<file path="config.mk">
export PLATFORM = sky130hd
export DESIGN_NAME = flag_escape_frame_unstuffer_unit_flat
export DESIGN_NICKNAME = d
export VERILOG_FILES = /design/src/fefu_pkg.sv /design/src/fefu_if.sv /design/src/flag_escape_frame_unstuffer_unit.sv /design/src/fefu_dec.sv /design/src/flat_wrapper.sv
export SDC_FILE = /design/constraint.sdc
export NUM_CORES = 1
export LEC_CHECK = 0
export BUFFER_PORTS_ARGS = -buffer_cell sky130_fd_sc_hd__buf_2
export CAP_MARGIN = 20
export CORE_ASPECT_RATIO = 1.4
export CORE_MARGIN = 2
export CORE_UTILIZATION = 39
export CTS_BUF_LIST = sky130_fd_sc_hd__clkbuf_8 sky130_fd_sc_hd__clkbuf_16
export CTS_CLUSTER_DIAMETER = 80
export DETAILED_ROUTE_END_ITERATION = 10
export GPL_TIMING_DRIVEN = 0
export PLACE_DENSITY = 0.55
export SLEW_MARGIN = 5
export SYNTH_ARGS = -nofsm -noshare
export SYNTH_HDL_FRONTEND = slang
export SYNTH_SLANG_ARGS = --single-unit
</file>
<file path="constraint.sdc">
create_clock -name clk -period 6.8 [get_ports clk]
set_input_delay 0 -clock clk [delete_from_list [all_inputs] [get_ports clk]]
set_output_delay 0 -clock clk [all_outputs]
set_load 0.02 [all_outputs]
</file>
<file path="src/fefu_pkg.sv">
// ----------------------------------------------------------------------------
// fefu_pkg
// Shared constants and types for the flag/escape frame unstuffer.
// ----------------------------------------------------------------------------
package fefu_pkg;

  localparam int unsigned MAX_FRAME_BYTES_DEF = 256;

  localparam logic [7:0] FLAG_BYTE = 8'h7E;
  localparam logic [7:0] ESC_BYTE  = 8'h7D;
  localparam logic [7:0] ESC_FLAG  = 8'h5E;
  localparam logic [7:0] ESC_ESC   = 8'h5D;

  // Frame tracking flags (the byte count travels beside them).
  typedef struct packed {
    logic in_frame;
    logic start_flag;
    logic esc_pend;
  } fr_state_t;

  // Decode summary for one held byte: up to two results.
  typedef struct packed {
    logic [1:0] res_cnt;
    logic       r0_status;
    logic       r0_ok;
    logic       r1_status;
    logic       r1_ok;
  } dec_ctrl_t;

endpackage

</file>
<file path="src/fefu_if.sv">
// ----------------------------------------------------------------------------
// fefu_if
// Valid/ready channels for raw received bytes and for unstuffer results.
// ----------------------------------------------------------------------------
interface byte_if;
  logic       valid;
  logic       ready;
  logic [7:0] rx_byte;
  logic       end_of_frame;

  modport source (output valid, output rx_byte, output end_of_frame, input ready);
  modport sink   (input valid, input rx_byte, input end_of_frame, output ready);
endinterface

interface res_if #(parameter int unsigned LEN_W = 9);
  logic             valid;
  logic             ready;
  logic             is_status;
  logic [7:0]       data_byte;
  logic             frame_ok;
  logic [LEN_W-1:0] frame_length;
  logic             last_of_run;

  modport source (output valid, output is_status, output data_byte, output frame_ok,
                  output frame_length, output last_of_run, input ready);
  modport sink   (input valid, input is_status, input data_byte, input frame_ok,
                  input frame_length, input last_of_run, output ready);
endinterface

</file>
<file path="src/flag_escape_frame_unstuffer_unit.sv">
// ----------------------------------------------------------------------------
// flag_escape_frame_unstuffer_unit
// Byte unstuffer for flag-delimited frames: strips the flags, undoes 0x7D
// escapes and closes each frame with a status result (ok, decoded length).
//
//   channel | dir | handshake          | payload
//   in_ch   | in  | valid/ready        | rx_byte[7:0], end_of_frame
//   out_ch  | out | valid/ready        | is_status, data_byte[7:0], frame_ok,
//           |     |                    | frame_length[LEN_W-1:0], last_of_run
//
// A request lands in a holding register and is decoded there; each result
// passes through the output register, and a byte with two results (escape
// flush, or escape before an ordinary byte) stays held until both go out.
// Bytes that yield nothing retire without touching the output register.
// Reset clears the frame state and both valid flags; no clearing pass.
// Stalled output holds its result and held bytes with results; input stalls idle.
// ----------------------------------------------------------------------------
module flag_escape_frame_unstuffer_unit
  import fefu_pkg::*;
#(
  parameter int unsigned MAX_FRAME_BYTES = MAX_FRAME_BYTES_DEF,
  parameter int unsigned LEN_W           = $clog2(MAX_FRAME_BYTES + 1)
) (
  input  logic        clk,
  input  logic        rst_n,
  byte_if.sink        in_ch,
  res_if.source       out_ch
);

  localparam logic [LEN_W-1:0] MAX_LEN = LEN_W'(MAX_FRAME_BYTES);

  // holding register
  logic             hold_vld_r;
  logic [7:0]       hold_byte_r;
  logic             hold_eof_r;
  logic             sel_r;
  logic             sel_nxt;

  // frame state
  fr_state_t        st_r;
  logic [LEN_W-1:0] cnt_r;

  // output register
  logic             out_vld_r;
  logic             out_status_r;
  logic [7:0]       out_data_r;
  logic             out_ok_r;
  logic [LEN_W-1:0] out_len_r;
  logic             out_last_r;

  dec_ctrl_t        ctrl;
  logic [7:0]       r0_data;
  logic [7:0]       r1_data;
  logic [LEN_W-1:0] r0_len;
  logic [LEN_W-1:0] r1_len;
  fr_state_t        st_nxt;
  logic [LEN_W-1:0] cnt_nxt;

  logic             out_free;
  logic             push;
  logic             last_push;
  logic             consume;
  logic             accept;

  fefu_dec #(
    .MAX_FRAME_BYTES (MAX_FRAME_BYTES),
    .LEN_W           (LEN_W)
  ) u_dec (
    .st      (st_r),
    .cnt     (cnt_r),
    .rx_byte (hold_byte_r),
    .eof     (hold_eof_r),
    .ctrl    (ctrl),
    .r0_data (r0_data),
    .r1_data (r1_data),
    .r0_len  (r0_len),
    .r1_len  (r1_len),
    .st_nxt  (st_nxt),
    .cnt_nxt (cnt_nxt)
  );

  assign out_free  = !out_vld_r || out_ch.ready;
  assign push      = hold_vld_r && (ctrl.res_cnt != 2'd0) && out_free;
  assign last_push = sel_r || (ctrl.res_cnt == 2'd1);
  assign consume   = hold_vld_r && ((ctrl.res_cnt == 2'd0) || (push && last_push));
  assign accept    = in_ch.valid && in_ch.ready;

  assign in_ch.ready = !hold_vld_r || consume;

  always_comb begin
    sel_nxt = sel_r;
    if (consume) begin
      sel_nxt = 1'b0;
    end else if (push) begin
      sel_nxt = 1'b1;
    end
  end

  always_ff @(posedge clk) begin
    if (!rst_n) begin
      hold_vld_r <= 1'b0;
      sel_r      <= 1'b0;
      st_r       <= '0;
      cnt_r      <= '0;
      out_vld_r  <= 1'b0;
    end else begin
      sel_r <= sel_nxt;
      if (accept) begin
        hold_vld_r <= 1'b1;
      end else if (consume) begin
        hold_vld_r <= 1'b0;
      end
      if (consume) begin
        st_r  <= st_nxt;
        cnt_r <= cnt_nxt;
      end
      if (push) begin
        out_vld_r <= 1'b1;
      end else if (out_ch.ready) begin
        out_vld_r <= 1'b0;
      end
    end
  end

  always_ff @(posedge clk) begin
    if (accept) begin
      hold_byte_r <= in_ch.rx_byte;
      hold_eof_r  <= in_ch.end_of_frame;
    end
    if (push) begin
      out_last_r <= last_push;
      if (sel_r) begin
        out_status_r <= ctrl.r1_status;
        out_data_r   <= r1_data;
        out_ok_r     <= ctrl.r1_ok;
        out_len_r    <= r1_len;
      end else begin
        out_status_r <= ctrl.r0_status;
        out_data_r   <= r0_data;
        out_ok_r     <= ctrl.r0_ok;
        out_len_r    <= r0_len;
      end
    end
  end

  assign out_ch.valid        = out_vld_r;
  assign out_ch.is_status    = out_status_r;
  assign out_ch.data_byte    = out_data_r;
  assign out_ch.frame_ok     = out_ok_r;
  assign out_ch.frame_length = out_len_r;
  assign out_ch.last_of_run  = out_last_r;

  // second result only while a request is held
  a_sel_held: assert property (@(posedge clk) disable iff (!rst_n)
    sel_r |-> hold_vld_r)
    else $error("second-result select set with no held request");

  a_sel_two: assert property (@(posedge clk) disable iff (!rst_n)
    (push && sel_r) |-> (ctrl.res_cnt == 2'd2))
    else $error("second result pushed for a single-result byte");

  a_eof_clears: assert property (@(posedge clk) disable iff (!rst_n)
    (consume && hold_eof_r) |=> (!st_r.in_frame && (cnt_r == '0)))
    else $error("frame state not cleared after closing byte");

  a_cnt_sat: assert property (@(posedge clk) disable iff (!rst_n)
    cnt_r <= MAX_LEN)
    else $error("decoded count beyond saturation limit");

endmodule

</file>
<file path="src/fefu_dec.sv">
// ----------------------------------------------------------------------------
// fefu_dec
// Decodes one held byte against the frame state: result count, the two
// candidate results and the state left behind.
// ----------------------------------------------------------------------------
module fefu_dec
  import fefu_pkg::*;
#(
  parameter int unsigned MAX_FRAME_BYTES = MAX_FRAME_BYTES_DEF,
  parameter int unsigned LEN_W           = $clog2(MAX_FRAME_BYTES + 1)
) (
  input  fr_state_t        st,
  input  logic [LEN_W-1:0] cnt,
  input  logic [7:0]       rx_byte,
  input  logic             eof,
  output dec_ctrl_t        ctrl,
  output logic [7:0]       r0_data,
  output logic [7:0]       r1_data,
  output logic [LEN_W-1:0] r0_len,
  output logic [LEN_W-1:0] r1_len,
  output fr_state_t        st_nxt,
  output logic [LEN_W-1:0] cnt_nxt
);

  localparam logic [LEN_W-1:0] MAX_LEN = LEN_W'(MAX_FRAME_BYTES);

  logic [LEN_W-1:0] cnt_p1;
  logic [LEN_W-1:0] cnt_p2;
  logic             is_flag;

  assign cnt_p1  = (cnt < MAX_LEN) ? cnt + 1'b1 : cnt;
  assign cnt_p2  = (cnt_p1 < MAX_LEN) ? cnt_p1 + 1'b1 : cnt_p1;
  assign is_flag = (rx_byte == FLAG_BYTE);

  always_comb begin
    ctrl    = '0;
    r0_data = '0;
    r1_data = '0;
    r0_len  = '0;
    r1_len  = '0;
    st_nxt  = st;
    cnt_nxt = cnt;

    if (!st.in_frame) begin
      if (eof) begin
        // single byte serves as both flags
        ctrl.res_cnt   = 2'd1;
        ctrl.r0_status = 1'b1;
        ctrl.r0_ok     = is_flag;
        st_nxt         = '0;
        cnt_nxt        = '0;
      end else begin
        st_nxt.in_frame   = 1'b1;
        st_nxt.start_flag = is_flag;
        st_nxt.esc_pend   = 1'b0;
        cnt_nxt           = '0;
      end
    end else if (eof) begin
      if (st.esc_pend) begin
        // flush the dangling escape, then report
        ctrl.res_cnt   = 2'd2;
        r0_data        = ESC_BYTE;
        ctrl.r1_status = 1'b1;
        ctrl.r1_ok     = st.start_flag & is_flag;
        r1_len         = cnt_p1;
      end else begin
        ctrl.res_cnt   = 2'd1;
        ctrl.r0_status = 1'b1;
        ctrl.r0_ok     = st.start_flag & is_flag;
        r0_len         = cnt;
      end
      st_nxt  = '0;
      cnt_nxt = '0;
    end else if (st.esc_pend) begin
      st_nxt.esc_pend = 1'b0;
      if (rx_byte == ESC_FLAG) begin
        ctrl.res_cnt = 2'd1;
        r0_data      = FLAG_BYTE;
        cnt_nxt      = cnt_p1;
      end else if (rx_byte == ESC_ESC) begin
        ctrl.res_cnt = 2'd1;
        r0_data      = ESC_BYTE;
        cnt_nxt      = cnt_p1;
      end else if (rx_byte == ESC_BYTE) begin
        // emit the old escape, open a new one
        ctrl.res_cnt    = 2'd1;
        r0_data         = ESC_BYTE;
        cnt_nxt         = cnt_p1;
        st_nxt.esc_pend = 1'b1;
      end else begin
        ctrl.res_cnt = 2'd2;
        r0_data      = ESC_BYTE;
        r1_data      = rx_byte;
        cnt_nxt      = cnt_p2;
      end
    end else if (rx_byte == ESC_BYTE) begin
      st_nxt.esc_pend = 1'b1;
    end else begin
      ctrl.res_cnt = 2'd1;
      r0_data      = rx_byte;
      cnt_nxt      = cnt_p1;
    end
  end

endmodule
</file>
<file path="src/flat_wrapper.sv">
// flat-port wrapper written by rule: the top's interface ports become plain ports
module flag_escape_frame_unstuffer_unit_flat import fefu_pkg::*;
#(
  parameter int unsigned MAX_FRAME_BYTES = MAX_FRAME_BYTES_DEF,
  parameter int unsigned LEN_W           = $clog2(MAX_FRAME_BYTES + 1)
)
  (clk, rst_n, in_ch_valid, in_ch_rx_byte, in_ch_end_of_frame, in_ch_ready, out_ch_valid, out_ch_is_status, out_ch_data_byte, out_ch_frame_ok, out_ch_frame_length, out_ch_last_of_run, out_ch_ready);
  byte_if in_ch_i ();
  res_if #(.LEN_W(LEN_W)) out_ch_i ();
  input  logic clk;
  input  logic rst_n;
  input wire logic [$bits(in_ch_i.valid)-1:0] in_ch_valid;
  input wire logic [$bits(in_ch_i.rx_byte)-1:0] in_ch_rx_byte;
  input wire logic [$bits(in_ch_i.end_of_frame)-1:0] in_ch_end_of_frame;
  output wire logic [$bits(in_ch_i.ready)-1:0] in_ch_ready;
  output wire logic [$bits(out_ch_i.valid)-1:0] out_ch_valid;
  output wire logic [$bits(out_ch_i.is_status)-1:0] out_ch_is_status;
  output wire logic [$bits(out_ch_i.data_byte)-1:0] out_ch_data_byte;
  output wire logic [$bits(out_ch_i.frame_ok)-1:0] out_ch_frame_ok;
  output wire logic [$bits(out_ch_i.frame_length)-1:0] out_ch_frame_length;
  output wire logic [$bits(out_ch_i.last_of_run)-1:0] out_ch_last_of_run;
  input wire logic [$bits(out_ch_i.ready)-1:0] out_ch_ready;
  assign in_ch_i.valid = in_ch_valid;
  assign in_ch_i.rx_byte = in_ch_rx_byte;
  assign in_ch_i.end_of_frame = in_ch_end_of_frame;
  assign in_ch_ready = in_ch_i.ready;
  assign out_ch_valid = out_ch_i.valid;
  assign out_ch_is_status = out_ch_i.is_status;
  assign out_ch_data_byte = out_ch_i.data_byte;
  assign out_ch_frame_ok = out_ch_i.frame_ok;
  assign out_ch_frame_length = out_ch_i.frame_length;
  assign out_ch_last_of_run = out_ch_i.last_of_run;
  assign out_ch_i.ready = out_ch_ready;
  flag_escape_frame_unstuffer_unit #(.MAX_FRAME_BYTES(MAX_FRAME_BYTES), .LEN_W(LEN_W)) u_core (.clk(clk), .rst_n(rst_n), .in_ch(in_ch_i), .out_ch(out_ch_i));
endmodule
</file>
# Word-level counts from Yosys, hierarchy flattened

Cells that the tools add are included.

Bits in registers: 44
Input port bits: 13

Equality and inequality tests: 7
Bitwise operators: 2
$lt $le $gt $ge: 2
Add/subtract/negate cells: 2
Multiplexer cells: 55
Reductions and logical operators: 18

Operators by type and width:

| operator            | count |
|---|---|
| $mux 9              | 16 |
| $mux 8              | 10 |
| $eq 8x7->1 const B  | 4 |
| $mux 2              | 11 |
| $add 9x1->9 const B | 2 |
| $lt 9x9->1 const B  | 2 |
| $mux 1              | 12 |
| $mux 3              | 3 |
| $mux 4              | 2 |
| $mux 7              | 1 |
| $reduce_bool 2->1   | 3 |
| $logic_and 1x1->1   | 5 |
| $logic_or 1x1->1    | 4 |
| $ne 4x3->1 const B  | 1 |
| $reduce_and 2->1    | 2 |
| $eq 2x1->1 const B  | 1 |
| $logic_not 1->1     | 2 |
| $logic_not 2->1     | 1 |
| $ne 2x1->1 const B  | 1 |
| $reduce_or 2->1     | 1 |
| $and 1x1->1         | 1 |
| $not 1->1           | 1 |

# Logic depth before layout (Yosys ltp)

Gate-level depths: netlist (run 1).

Depth in word-level cells: 16
Gate-level depth with buffers: 8

# Cells and area by module

A second synthesis (run 1) with hierarchy kept.

Cells, all modules: 367
Area total of the unflattened synthesis: 3278.1 µm²

By module, submodules not included:

| module                           | sequential area each (µm²) | cells an instance | area each (µm²) | instances |
|---|---|---|---|---|
| flag_escape_frame_unstuffer_unit | 1171.1                     | 176               | 2123.3          | 1 |
| fefu_dec                         | 0.0                        | 191               | 1154.9          | 1 |

# Least setup slack after synthesis (run 1)

No wires, ideal clock.

Path type: register -> register
From: register u_core.hold_byte_r[3]
To: register u_core.out_data_r[0], in the netlist u_core.out_ch.data_byte[0] (enable)
Path slack: 4461 ps
Clock period less this slack: 2339 ps
Data arrival time: 1941 ps
Buffers on the path: 1
Setup time: 398 ps
Stages on the path, launching flop included: 7
Path through: edfxtp_1 and3_1 buf_6 nand4_1 a21oi_2 nand2b_1 nor2_1

Word-level cells in the longest chain between the ends: 10
Elaborated cells on any way between the ends: 13
Those cells by class: eq/ne (3); mux (7); reduce/logical (3)

Ends and longest elaborated chain:

| element                           | RTL line                                | RTL |
|---|---|---|
| start, declared                   | flag_escape_frame_unstuffer_unit.sv:34  | `logic [7:0] hold_byte_r;` |
| start signal, assigned            | flag_escape_frame_unstuffer_unit.sv:127 | `hold_byte_r <= in_ch.rx_byte;` |
| $eq 8x7->1                        | fefu_dec.sv:84, fefu_dec.sv:96          |  |
| $mux 2                            | fefu_dec.sv:84                          | `end else if (rx_byte == ESC_BYTE) begin` |
| $mux 2                            | fefu_dec.sv:80                          | `end else if (rx_byte == ESC_ESC) begin` |
| $mux 2                            | fefu_dec.sv:76                          | `if (rx_byte == ESC_FLAG) begin` |
| $mux 2 *                          | fefu_dec.sv:74                          | `end else if (st.esc_pend) begin` |
| $mux 2 *                          | fefu_dec.sv:58                          | `end else if (eof) begin` |
| $mux 4 *                          | fefu_dec.sv:44                          | `if (!st.in_frame) begin` |
| $reduce_bool 2->1 *               | flag_escape_frame_unstuffer_unit.sv:83  | `assign push = hold_vld_r && (ctrl.res_cnt != 2'd0) && out_free;` |
| $logic_and 1x1->1 * (2 in series) | flag_escape_frame_unstuffer_unit.sv:83  |  |
| net u_core.push                   | flag_escape_frame_unstuffer_unit.sv:60  | `logic push;` |
| end signal, assigned              | flag_escape_frame_unstuffer_unit.sv:134 | `out_data_r <= r1_data;` |
| end signal, assigned              | flag_escape_frame_unstuffer_unit.sv:139 | `out_data_r <= r0_data;` |
| end, declared                     | flag_escape_frame_unstuffer_unit.sv:46  | `logic [7:0] out_data_r;` |

The timed path passes the listed nets; every way through them passes the cells marked *.
A chain may end at the register's enable or synchronous reset.

# Final worst setup path (run 1)

From: register u_core.hold_byte_r[0]
To: register u_core.hold_byte_r[5] (enable)

Elaborated cells on any way between the ends: 21
Those cells by class: eq/ne (4); mux (7); reduce/logical (10)

RTL lines:

| element              | RTL line                               | RTL |
|---|---|---|
| $eq 8x7->1           | fefu_dec.sv:84, fefu_dec.sv:96         |  |
| $mux 2               | fefu_dec.sv:84                         |  |
| $mux 2               | fefu_dec.sv:80                         |  |
| $mux 2               | fefu_dec.sv:76                         |  |
| $mux 2 *             | fefu_dec.sv:74                         |  |
| $mux 2 *             | fefu_dec.sv:58                         |  |
| $mux 4 *             | fefu_dec.sv:44                         |  |
| $eq 2x1->1 *         | flag_escape_frame_unstuffer_unit.sv:84 | `assign last_push = sel_r \|\| (ctrl.res_cnt == 2'd1);` |
| $logic_or 1x1->1 *   | flag_escape_frame_unstuffer_unit.sv:84 |  |
| net u_core.last_push | flag_escape_frame_unstuffer_unit.sv:61 | `logic last_push;` |
| $logic_and 1x1->1 *  | flag_escape_frame_unstuffer_unit.sv:85 | `assign consume = hold_vld_r && ((ctrl.res_cnt == 2'd0) \|\| (push && last_push));` |
| $logic_or 1x1->1 *   | flag_escape_frame_unstuffer_unit.sv:85 |  |
| $logic_and 1x1->1 *  | flag_escape_frame_unstuffer_unit.sv:85 |  |
| $logic_or 1x1->1 *   | flag_escape_frame_unstuffer_unit.sv:88 | `assign in_ch.ready = !hold_vld_r \|\| consume;` |
| $logic_and 1x1->1 *  | flag_escape_frame_unstuffer_unit.sv:86 | `assign accept = in_ch.valid && in_ch.ready;` |
| net u_core.accept    | flag_escape_frame_unstuffer_unit.sv:63 | `logic accept;` |

Marked as above.

==> results of run 1 <==
[worst reg2reg max path, stage by stage, from the launching register on]
cell and delay (ps):
edfxtp_1 490, nor3b_2 270, o211ai_2 190, or3_1 350, o311ai_1 140, a21oi_1 170
nor2b_1 610
[logic make-up (layout without fill, tap and decap cells)]
| kind of cell | count (synthesis) | in the layout | share of synthesized area (%) |
|---|---|---|---|
| AO/OA/AOI/OAI | 58 | 58 | 16.96 |
| flip-flops | 44 | 44 | 47.54 |
| buffers and inverters | 23 | 76 | 4.774 |
| adder cells (fa/ha/maj) | 2 | 2 | 1.016 |
| XOR/XNOR | 14 | 14 | 4.977 |
| multiplexers | 4 | 4 | 1.625 |
| AND/OR/NAND/NOR | 94 | 94 | 23.11 |
[registers in the layout (all words and copies together) (netlist names)]
register,cells
u_core.hold_vld_r,1
u_core.out_ch.data_byte,8
u_core.out_ch.frame_length,9
u_core.st_r,3
u_core.out_ch.valid,1
u_core.sel_r,1
u_core.out_ch.frame_ok,1
u_core.hold_eof_r,1
u_core.out_ch.last_of_run,1
u_core.cnt_r,9
u_core.hold_byte_r,8
u_core.out_ch.is_status,1
[worst paths after layout]
path	from	to	depth (start not counted)	slack, ps
setup reg to reg	u_core.hold_byte_r[0]	u_core.hold_byte_r[5]	6	4190
setup / recovery	u_core.hold_byte_r[0]	u_core.hold_byte_r[5]	6	4190
hold reg to reg	u_core.st_r[1]	u_core.st_r[1]	2	510
hold / removal	rst_n	u_core.cnt_r[8]	2	20
[report_power, final]
part           leakage, nW  internal (mW)  switching (mW)
combinational        0.642         0.0225          0.0358
clock               0.0558          0.109          0.0981
sequential           0.401          0.295         0.00508
total                 1.10          0.427           0.139
[cell usage after synthesis (all sizes together) (2+ instances only)]
| cell | instances | area, sq um |
|---|---|---|
| or3 | 2 | 12.51 |
| nand3 | 9 | 50.05 |
| o21ai | 15 | 75.07 |
| and3 | 4 | 25.02 |
| xor2 | 6 | 52.55 |
| o41ai | 3 | 41.29 |
| a21oi | 15 | 78.83 |
| clkbuf | 5 | 18.77 |
| and3b | 2 | 17.52 |
| nor2 | 12 | 45.04 |
| or4 | 2 | 15.01 |
| o311ai | 2 | 17.52 |
| o31ai | 3 | 27.52 |
| nand4 | 6 | 43.79 |
| and2b | 3 | 26.28 |
| ha | 2 | 25.02 |
| inv | 9 | 33.78 |
| nor4 | 2 | 25.02 |
| nor3b | 2 | 20.02 |
| o211a | 2 | 20.02 |
| a32o | 4 | 41.29 |
| o211ai | 5 | 42.54 |
| edfxtp | 29 | 870.8 |
| o21a | 2 | 15.01 |
| xnor2 | 8 | 70.07 |
| nor3 | 6 | 30.03 |
| buf | 9 | 65.06 |
| mux2i | 4 | 40.04 |
| nand2 | 24 | 90.09 |
| nand2b | 8 | 50.05 |
| dfxtp | 15 | 300.3 |
| nor2b | 4 | 32.53 |
[cell type report]
| cell class | instances | share of cell area, % |
|---|---|---|
| buffer | 14 | 2.839 |
| clock inverter | 3 | 1.441 |
| multi-input combinational | 172 | 39.87 |
| tap | 72 | 3.051 |
| inverter | 9 | 1.144 |
| sequential | 44 | 39.66 |
| timing repair buffer | 45 | 9.661 |
| clock buffer | 5 | 2.331 |
[cells in the final DEF, fill, tap and decap left out, drive strengths merged, types with 8 or more instances in the layout]
master,n
buf,44
edfxtp,29
nand2,24
dfxtp,15
a21oi,15
o21ai,15
nor2,12
dlygate4sd3,10
clkbuf,10
inv,9
nand3,9
nand2b,8
xnor2,8
[metal layers]
layer  vias to the layer above  global-route usage (%)  part of all wire (%)
li1                        987                       -                     -
met1                       946                   19.11                    39
met2                        38                   32.55                    57
met3                         7                   2.477                   2.1
met4                         0                   7.257                   1.8
met5                         -                       0                     0
==> impl_results.md, run 1 <==
* Post-DP HPWL at 4344 microns
* Reg area at 1171 sq um
* Mapped Cells at 239
* Largest net degree at the start of global routing at 19
* CTS Buf Count at 5
* GPL Wtd Cong at 0.8155
* Post-cts hold buffer count at 10
* Pwr/cell area at 191.5 nW/um^2
* Minimum hold slack at 16.93 ps
* Fin cells at 364
* Setup TNS at 0 ps
* Number of global-route vias before repair at 1940
* Crit-path leading delay family: simple AND/OR/NAND/NOR gates
* # IOs at 35
* Leakage power at 1.099 nW
* CP Data Required Time at 6730 ps
* P&R area growth vs syn at 19.86%
* First drt pass iteration count at 5
* Initial Util at 39.94%
* Crit path capture type: flip-flop
* Setup Crit Path Kind: flip-flop to flip-flop
* Final ANT Viol Nets at 0
* Clock Pin Slew Worst Setup and Hold Paths at 100 ps
* RSZ-0062 raised after global routing: false
* Clock skew at 15.05 ps
* IO buf count at 34
* CTS tree: done
* Setup Viol. Count Final at 0
* GRT Residual Overflow at 0
* Seq/Total Area, Yosys at 47.54%
* Placed instance area at 2741 sq um
* Total power at 0.5655 mW
* CP startpoint kind: flip-flop
* Post-Place Cells at 346
* Worst-path maximum fanout at 9
* Synth cell types at 62
* Chip Height at 98.04 microns
* Diode count at 0
* Maximum VDD drop at 0.1308 mV
* Hold Vio Cnt, Final at 0
* Detailed Route Iter0 Violations at 102
* Vias per cell at 5.434
* Fin util at 47.87%
* DRC violations left at 0
* Post-synthesis instance area at 2464 sq um
* # fillers at 570
* Finished Cell Area at 2953 sq um
* Final worst slack at 4195 ps
* Yosys warns at 0
* Layout cells sized above 1 at 23.63%
* Setup Fix Bufs, Post-CTS at 0
* Initial antenna violation count at 0
* Multi-input gate area at 1177 sq um
* Hold crit path type: primary input to flip-flop
* All-layer global routing usage at 17.42%
* CP bufs+invs at 0
* Global-route wire length before repair at 9528 microns
* Final #Nets at 306
* Worst-case clock buffer depth at 2
* Predominant post-synthesis flop cell: edfxtp_1
* H-tree levels at 2
* Worst Tran Pin Value at 993.8 ps
* Core region area at 6168 sq um
* CTS Sinks at 44
* Dpl ws at 4214 ps
* Final wirelength at 5866 microns
* Post-CTS sizing at 0
* Critical path's slowest cell: nor2b_1
* Root Driver: clkbuf_8
* EDFF count, synth at 29
* Max Cap Viol at 0
* Final period util at 38.31%
* Net Count, Synth at 254
* Vias at 1978
* #FFs+latches synth at 44
* Final Critical Period at 2605 ps
* Area of the die at 6978 sq um
* Max stage delay on crit path at 610 ps
* Run status: finished, final reports clean
* Fmax at 383.9 MHz
* Async S/R FF share, synth at 0%
* Crit-path cells: nor3b_2 -> o211ai_2 -> or3_1 -> o311ai_1 -> a21oi_1 -> nor2b_1
* Max-slew headroom at 33.19%
* Syn avg cell area at 10.31 sq um
* Wirelength per Cell at 16.12 microns
* Row count at 34
* WP data arrival at 2530 ps
* Max-slew violation count at 0
* Clock Latency Late Sink at 300 ps
* Horiz. Die Dim at 71.17 microns
Power figures use the tool's default switching activity.
==> inputs of run 2 (changes only) <==
- ABC_AREA: default -> 1
- clock period: 6.8 -> 2.4 ns (I/O delays scaled with it)
==> run 2 against run 1 <==
Wire length rose by 6.3%. Utilization up 0.31 points. Worst hold slack worse by 14 ps. Via count rose by 11%. Cell count is 20% higher. Sequential power grew to 2.9 times the previous value. First-iteration DRC count rose by 9.8%. Fmax rose by 18%. Critical path type unchanged. Worst setup slack worse by 4000 ps. Largest power group unchanged. Non-clock buffer count down 6. Synthesized cell count up 29%.
==> impl_results.md, run 2 <==
* Chip Height at 97.47 microns
* Yosys top cell by area: edfxtp_1
* Maximum VDD drop at 0.3014 mV
* Detailed Route Iter0 Violations at 112
* EDFF count, synth at 29
* RSZ-0062 raised after global routing: false
* Number of global-route vias before repair at 2163
* DRC violations left at 0
* P_int at 1.146 mW
* Pwr/cell area at 549.6 nW/um^2
* All-layer global routing usage at 18.40%
* R2r worst-path depth at 14
* Clk network pwr share at 28.8%
* Final period util at 91.61%
* WHS Endpoint: u_core.cnt_r[0]
* Max-slew violation count at 0
* Flop pwr share at 54.2%
* Yosys warns at 0
* Fmax at 454.8 MHz
* Largest cells by area after synthesis: edfxtp_1 (36%), dfxtp_1 (12%), nand2_1 (12%)
* Crit path capture type: flip-flop
* Setup Crit Path Kind: flip-flop to flip-flop
* CP Data Required Time at 2420 ps
* P&R area growth vs syn at 21.29%
* Root Driver: clkbuf_8
* Seq/Total Area, Yosys at 48.12%
* GPL Wtd Cong at 0.8700
* Hold crit path type: primary input to flip-flop
* Async S/R FF share, synth at 0%
* Predominant post-synthesis flop cell: edfxtp_1
* Vias per cell at 5.007
* First drt pass iteration count at 6
* Setup crit start: u_core.hold_byte_r[1]
* Initial Util at 39.73%
* CP startpoint kind: flip-flop
* Syn avg cell area at 7.901 sq um
* Worst-case clock buffer depth at 2
* Part of the power in combinational logic at 17.0%
* Final #Nets at 379
* Clock Latency Late Sink at 300 ps
* Global-route wire length before repair at 9880 microns
* Post-synthesis instance area at 2434 sq um
* GRT Residual Overflow at 0
* CTS Buf Count at 5
* Final Critical Period at 2199 ps
* Area of the die at 6897 sq um
* R2r startpoint: u_core.hold_byte_r[1]
* Worst-path maximum fanout at 9
* Count leader, synth: nand2_1
* Sw power at 0.4761 mW
* Leakage power at 1.256 nW
* Synth top area share at 35.78%
* Switching Fraction at 29.35%
* #FFs+latches synth at 44
* Max-slew headroom at 60.40%
* Wirelength per Cell at 14.26 microns
* Setup Viol. Count Final at 0
* H-tree levels at 2
* Clock Pin Slew Worst Setup and Hold Paths at 90 ps
* Worst Tran Pin Value at 587.8 ps
* Hold Vio Cnt, Final at 0
* Final ANT Viol Nets at 0
* Clock skew at 7.480 ps
* Hold Crit Start: rst_n
* Diode count at 0
* Worst hold stages at 3
* Most frequent cells in the layout: nand2_1 (75), inv_1 (37), buf_2 (35)
* Post-DP HPWL at 4591 microns
* RR Endpoint: u_core.hold_byte_r[5]
* Total power at 1.622 mW
* Vias at 2188
* Core region area at 6126 sq um
* Layout cells sized above 1 at 22.47%
* Initial antenna violation count at 0
* Fin util at 48.18%
* Max Cap Viol at 0
* Final wirelength at 6233 microns
* # IOs at 35
* CTS tree: done
* Run status: finished, final reports clean
* Synth top cells by count: nand2_1 (76), inv_1 (38), edfxtp_1 (29), nor2_1 (29), a21oi_1 (20)
* Mapped Cells at 308
* Row count at 34
* Largest net degree at the start of global routing at 21
* WP data arrival at 2220 ps
* Commonest non-fill, non-tap cell in the layout: nand2_1
* R2r setup slk at 200 ps
* Synth cell types at 27
* CTS Sinks at 44
* Horiz. Die Dim at 70.76 microns
* IO buf count at 33
* Net Count, Synth at 323
[run 2: cell types whose count changed in the layout (fill, tap and decap cells not counted), sizes merged, moves of 6 or more]
cell / change
nand2: +57
nand4: +10
a21oi: +6
o22ai: +7
xnor2: -8
nor2: +27
nand2b: -8
nand3: +12
inv: +39
[run 2: what timing repair did]
| item | CTS | global route |
|---|---|---|
| resized for setup | 2 | 3 |
| hold buffers | 10 | 0 |
| setup endpoints to repair | 9 | 29 |
| hold endpoints to repair | 10 | 0 |
| gates cloned | 0 | 1 |
| pin swaps | 0 | 2 |
| buffers inserted | 0 | 5 |
[run 2: power groups by stage]
| stage | clock network [mW] | registers (mW) | logic (mW) |
|---|---|---|---|
| 4_1_cts | 0.482 | 0.880 | 0.259 |
| 5_1_grt | 0.504 | 0.884 | 0.304 |
| 6_report | 0.467 | 0.880 | 0.275 |
| 3_3_place_gp | 0 | 0.897 | 0.241 |
| 3_5_place_dp | 0 | 0.898 | 0.243 |
| 2_1_floorplan | 0 | 0.916 | 0.147 |
[run 2: cells by family after synthesis]
kind of cell,after synthesis,synth area share (%)
compound gates,42,9.564
xor+xnor,5,1.799
fa+ha+maj,2,1.028
buf+inv,54,8.895
flops,44,48.12
simple gates,161,30.59
[run 2: metal layers]
| layer | GRT usage [%] | share of wire [%] | routed length, microns | up-vias |
|---|---|---|---|---|
| li1 | - | - | - | 1128 |
| met1 | 18.16 | 38 | 2344 | 993 |
| met2 | 34.80 | 55 | 3421 | 47 |
| met3 | 3.216 | 3.1 | 194 | 20 |
| met4 | 10.45 | 4.4 | 272 | 0 |
| met5 | 0 | 0 | 0 | - |
[run 2: cell type report]
type | count | area, sq um
timing repair inverter | 1 | 7.507
fill | 635 | 3174
inverter | 49 | 187.7
clock buffer | 5 | 68.82
sequential | 44 | 1171
buffer | 5 | 32.53
tap | 72 | 90.09
clock inverter | 3 | 18.77
timing repair buffer | 48 | 315.3
multi-input combinational | 210 | 1060
[run 2: metrics by stage]
stage,area [sq um],setup WS (ps),std cells,setup TNS (ps),hold slack [ps]
5_1_grt,2952,11.25,437,0,21.06
3_5_place_dp,2689,-314.2,413,-2825,178.1
3_3_place_gp,2689,-251.8,413,-2263,176.0
2_1_floorplan,2434,169.8,308,0,98.87
4_1_cts,2888,19.45,431,0,5.468
6_report,2952,201.4,437,0,2.451
[run 2: critical path: stages, from the launching register on]
cell and delay, ps:
edfxtp_1 440, inv_2 70, nand2_1 80, nor2_4 140, nand2_1 90, nand2_1 110, nor2_2 60, nor2_2 100
nor2_1 60, nand2_2 90, nand4_1 100, nand2_1 140, nand2_2 110, a21oi_4 190, buf_12 140
[run 2: how the worst max path moves through the flow]
| stage | to |
|---|---|
| floorplan | u_core.hold_byte_r[0] |
| global placement | u_core.hold_byte_r[5] |
| detailed placement | u_core.hold_byte_r[4] |
| CTS | u_core.out_ch.frame_length[1] |
| global route | u_core.hold_byte_r[0] |
| finish | u_core.hold_byte_r[5] |
==> inputs of run 3 (changes only) <==
- MAX_ROUTING_LAYER: default -> met4
- REMOVE_ABC_BUFFERS: default -> 1
==> run 3 against run 2 <==
Clock power about the same. Final area grew 2.8%. Die area did not move. Cell count increased by 1.6%. Power grew 2.0%. Critical path depth is 1 lower. Worst setup slack worse by 85 ps. Sequential power grew 0.8%. Clock skew decreased by 2.2 ps. Register-to-register slack worse by 80 ps. Global-route usage is 1.5 points higher. Largest power group unchanged. Highest routed layer unchanged.
==> impl_results.md, run 3 (synthesis results as in run 2) <==
* Max stage delay on crit path at 430 ps
* Critical path's slowest cell: edfxtp_1
* Final wirelength at 6559 microns
* Final period util at 95.15%
* P_int at 1.169 mW
* Setup Viol. Count Final at 0
* Max Cap Viol at 0
* IO buf count at 34
* Setup TNS at 0 ps
* Diode count at 0
* Post-Place Cells at 409
* Pwr/cell area at 545.6 nW/um^2
* Clock Pin Slew Worst Setup and Hold Paths at 80 ps
* Max-slew violation count at 0
* CP startpoint kind: flip-flop
* Fin util at 49.53%
* GRT Residual Overflow at 0
* CP Data Required Time at 2420 ps
* Crit path capture type: flip-flop
* Initial antenna violation count at 0
* Hold Crit Start: in_ch_valid
* Number of global-route vias before repair at 2185
* Vias at 2269
* Clk network pwr share at 28.3%
* Wirelength per Cell at 14.77 microns
* Post-DP HPWL at 4595 microns
* Setup Crit Path Kind: flip-flop to flip-flop
* Most frequent cells in the layout: nand2_1 (72), inv_1 (37), buf_2 (34)
* Initial Util at 39.73%
* R2r startpoint: u_core.hold_byte_r[4]
* Worst hold stages at 3
* Fin cells at 444
* Final #Nets at 386
* RSZ-0062 raised after global routing: true
* Leakage power at 1.296 nW
* Row count at 34
* Finished Cell Area at 3034 sq um
* Placed instance area at 2661 sq um
* GPL Wtd Cong at 0.8996
* Global-route wire length before repair at 10220 microns
* # IOs at 35
* Run status: finished, final reports clean
* CTS Buf Count at 5
* Sw power at 0.4866 mW
* Commonest non-fill, non-tap cell in the layout: nand2_1
* Final Critical Period at 2284 ps
* Final ANT Viol Nets at 0
* Fmax at 437.9 MHz
* Setup crit start: u_core.hold_byte_r[4]
* Area of the die at 6897 sq um
* P&R area growth vs syn at 24.68%
* All-layer global routing usage at 19.86%
* Vias per cell at 5.110
* Worst Tran Pin Value at 696.6 ps
* CTS Sinks at 44
* Root Driver: clkbuf_8
* Clock skew at 5.309 ps
* Layout cells sized above 1 at 25.27%
* Worst-path maximum fanout at 9
* Detailed Route Iter0 Violations at 108
* H-tree levels at 2
* Hold Vio Cnt, Final at 0
* Chip Height at 97.47 microns
* R2r worst-path depth at 13
* Dpl ws at -562.9 ps
* Horiz. Die Dim at 70.76 microns
* WP data arrival at 2310 ps
* Largest net degree at the start of global routing at 21
* Clock Latency Late Sink at 300 ps
* Flop pwr share at 53.6%
* Part of the power in combinational logic at 18.1%
* Final worst slack at 116.4 ps
* Max-slew headroom at 53.50%
* Worst-case clock buffer depth at 2
* Maximum VDD drop at 0.4672 mV
* CTS tree: done
* Crit-path cells: nand2_1 -> nor2_4 -> buf_4 -> a21oi_2 -> nand2_1 -> nand2_1 -> nand2_1 -> nand2_2 -> nand4_1 -> nand2_4 -> nand2_2 -> a21oi_4 -> buf_12
* DRC violations left at 0
* Core region area at 6126 sq um
* Most common cell on crit path: nand2_1
* Hold crit path type: primary input to flip-flop
* Switching Fraction at 29.39%
* First drt pass iteration count at 5
-- run 3: changes by cell type in the layout (fill, tap and decap cells not counted), sizes merged --
cell | before | now
buf | 42 | 50
clkbuf | 6 | 5
-- run 3: repair_timing --
action / 4_1_cts / 5_1_grt
pin swaps: 2 / 4
endpoints found under the setup margin: 29 / 36
endpoints found under the hold margin: 10 / 0
gates resized for setup: 5 / 6
hold buffers: 10 / 0
cloned: 0 / 1
setup buffers: 2 / 14
-- run 3: final timing paths --
check | end | slack (ps)
max | u_core.hold_byte_r[0] | 120
min | u_core.hold_vld_r | 20
max reg2reg | u_core.hold_byte_r[0] | 120
min reg2reg | u_core.st_r[1] | 490
-- run 3: final cells by class --
class / instances / area (sq um)
clock inverters: 3 / 18.77
multi-input cells: 210 / 1087
fillers: 617 / 3092
flip-flops and latches: 44 / 1171
repair inverters: 1 / 7.507
repair buffers: 60 / 402.9
well taps: 72 / 90.09
inverters: 49 / 187.7
clock buffers: 5 / 68.82
-- run 3: routing by layer --
metal	track usage, %	wire (microns)	vias to the layer above
li1	-	-	1140
met1	19.75	2347	1047
met2	36.74	3645	59
met3	2.593	228	23
met4	10.16	337	0
met5	-	0	-
-- run 3: power groups by stage --
stage	Clock, mW	Combinational, mW	Sequential (mW)
2_1_floorplan	0	0.133	0.920
3_3_place_gp	0	0.226	0.902
3_5_place_dp	0	0.228	0.903
4_1_cts	0.482	0.254	0.886
5_1_grt	0.502	0.331	0.892
6_report	0.468	0.300	0.887
-- run 3: stage by stage --
| stage | total power, mW | hold slack [ps] |
|---|---|---|
| detailed placement | 1.131 | 178.1 |
| CTS | 1.622 | 18.35 |
| global route | 1.724 | 19.62 |
| finish | 1.655 | 19.78 |
| floorplan | 1.053 | 98.87 |
| global placement | 1.128 | 176.1 |
-- run 3: worst max-delay path: cells and delay by family (launching register included) --
family / cells / cell delay [ps]
buf+inv: 2 / 270
flops: 1 / 430
simple gates: 9 / 970
compound gates: 2 / 340
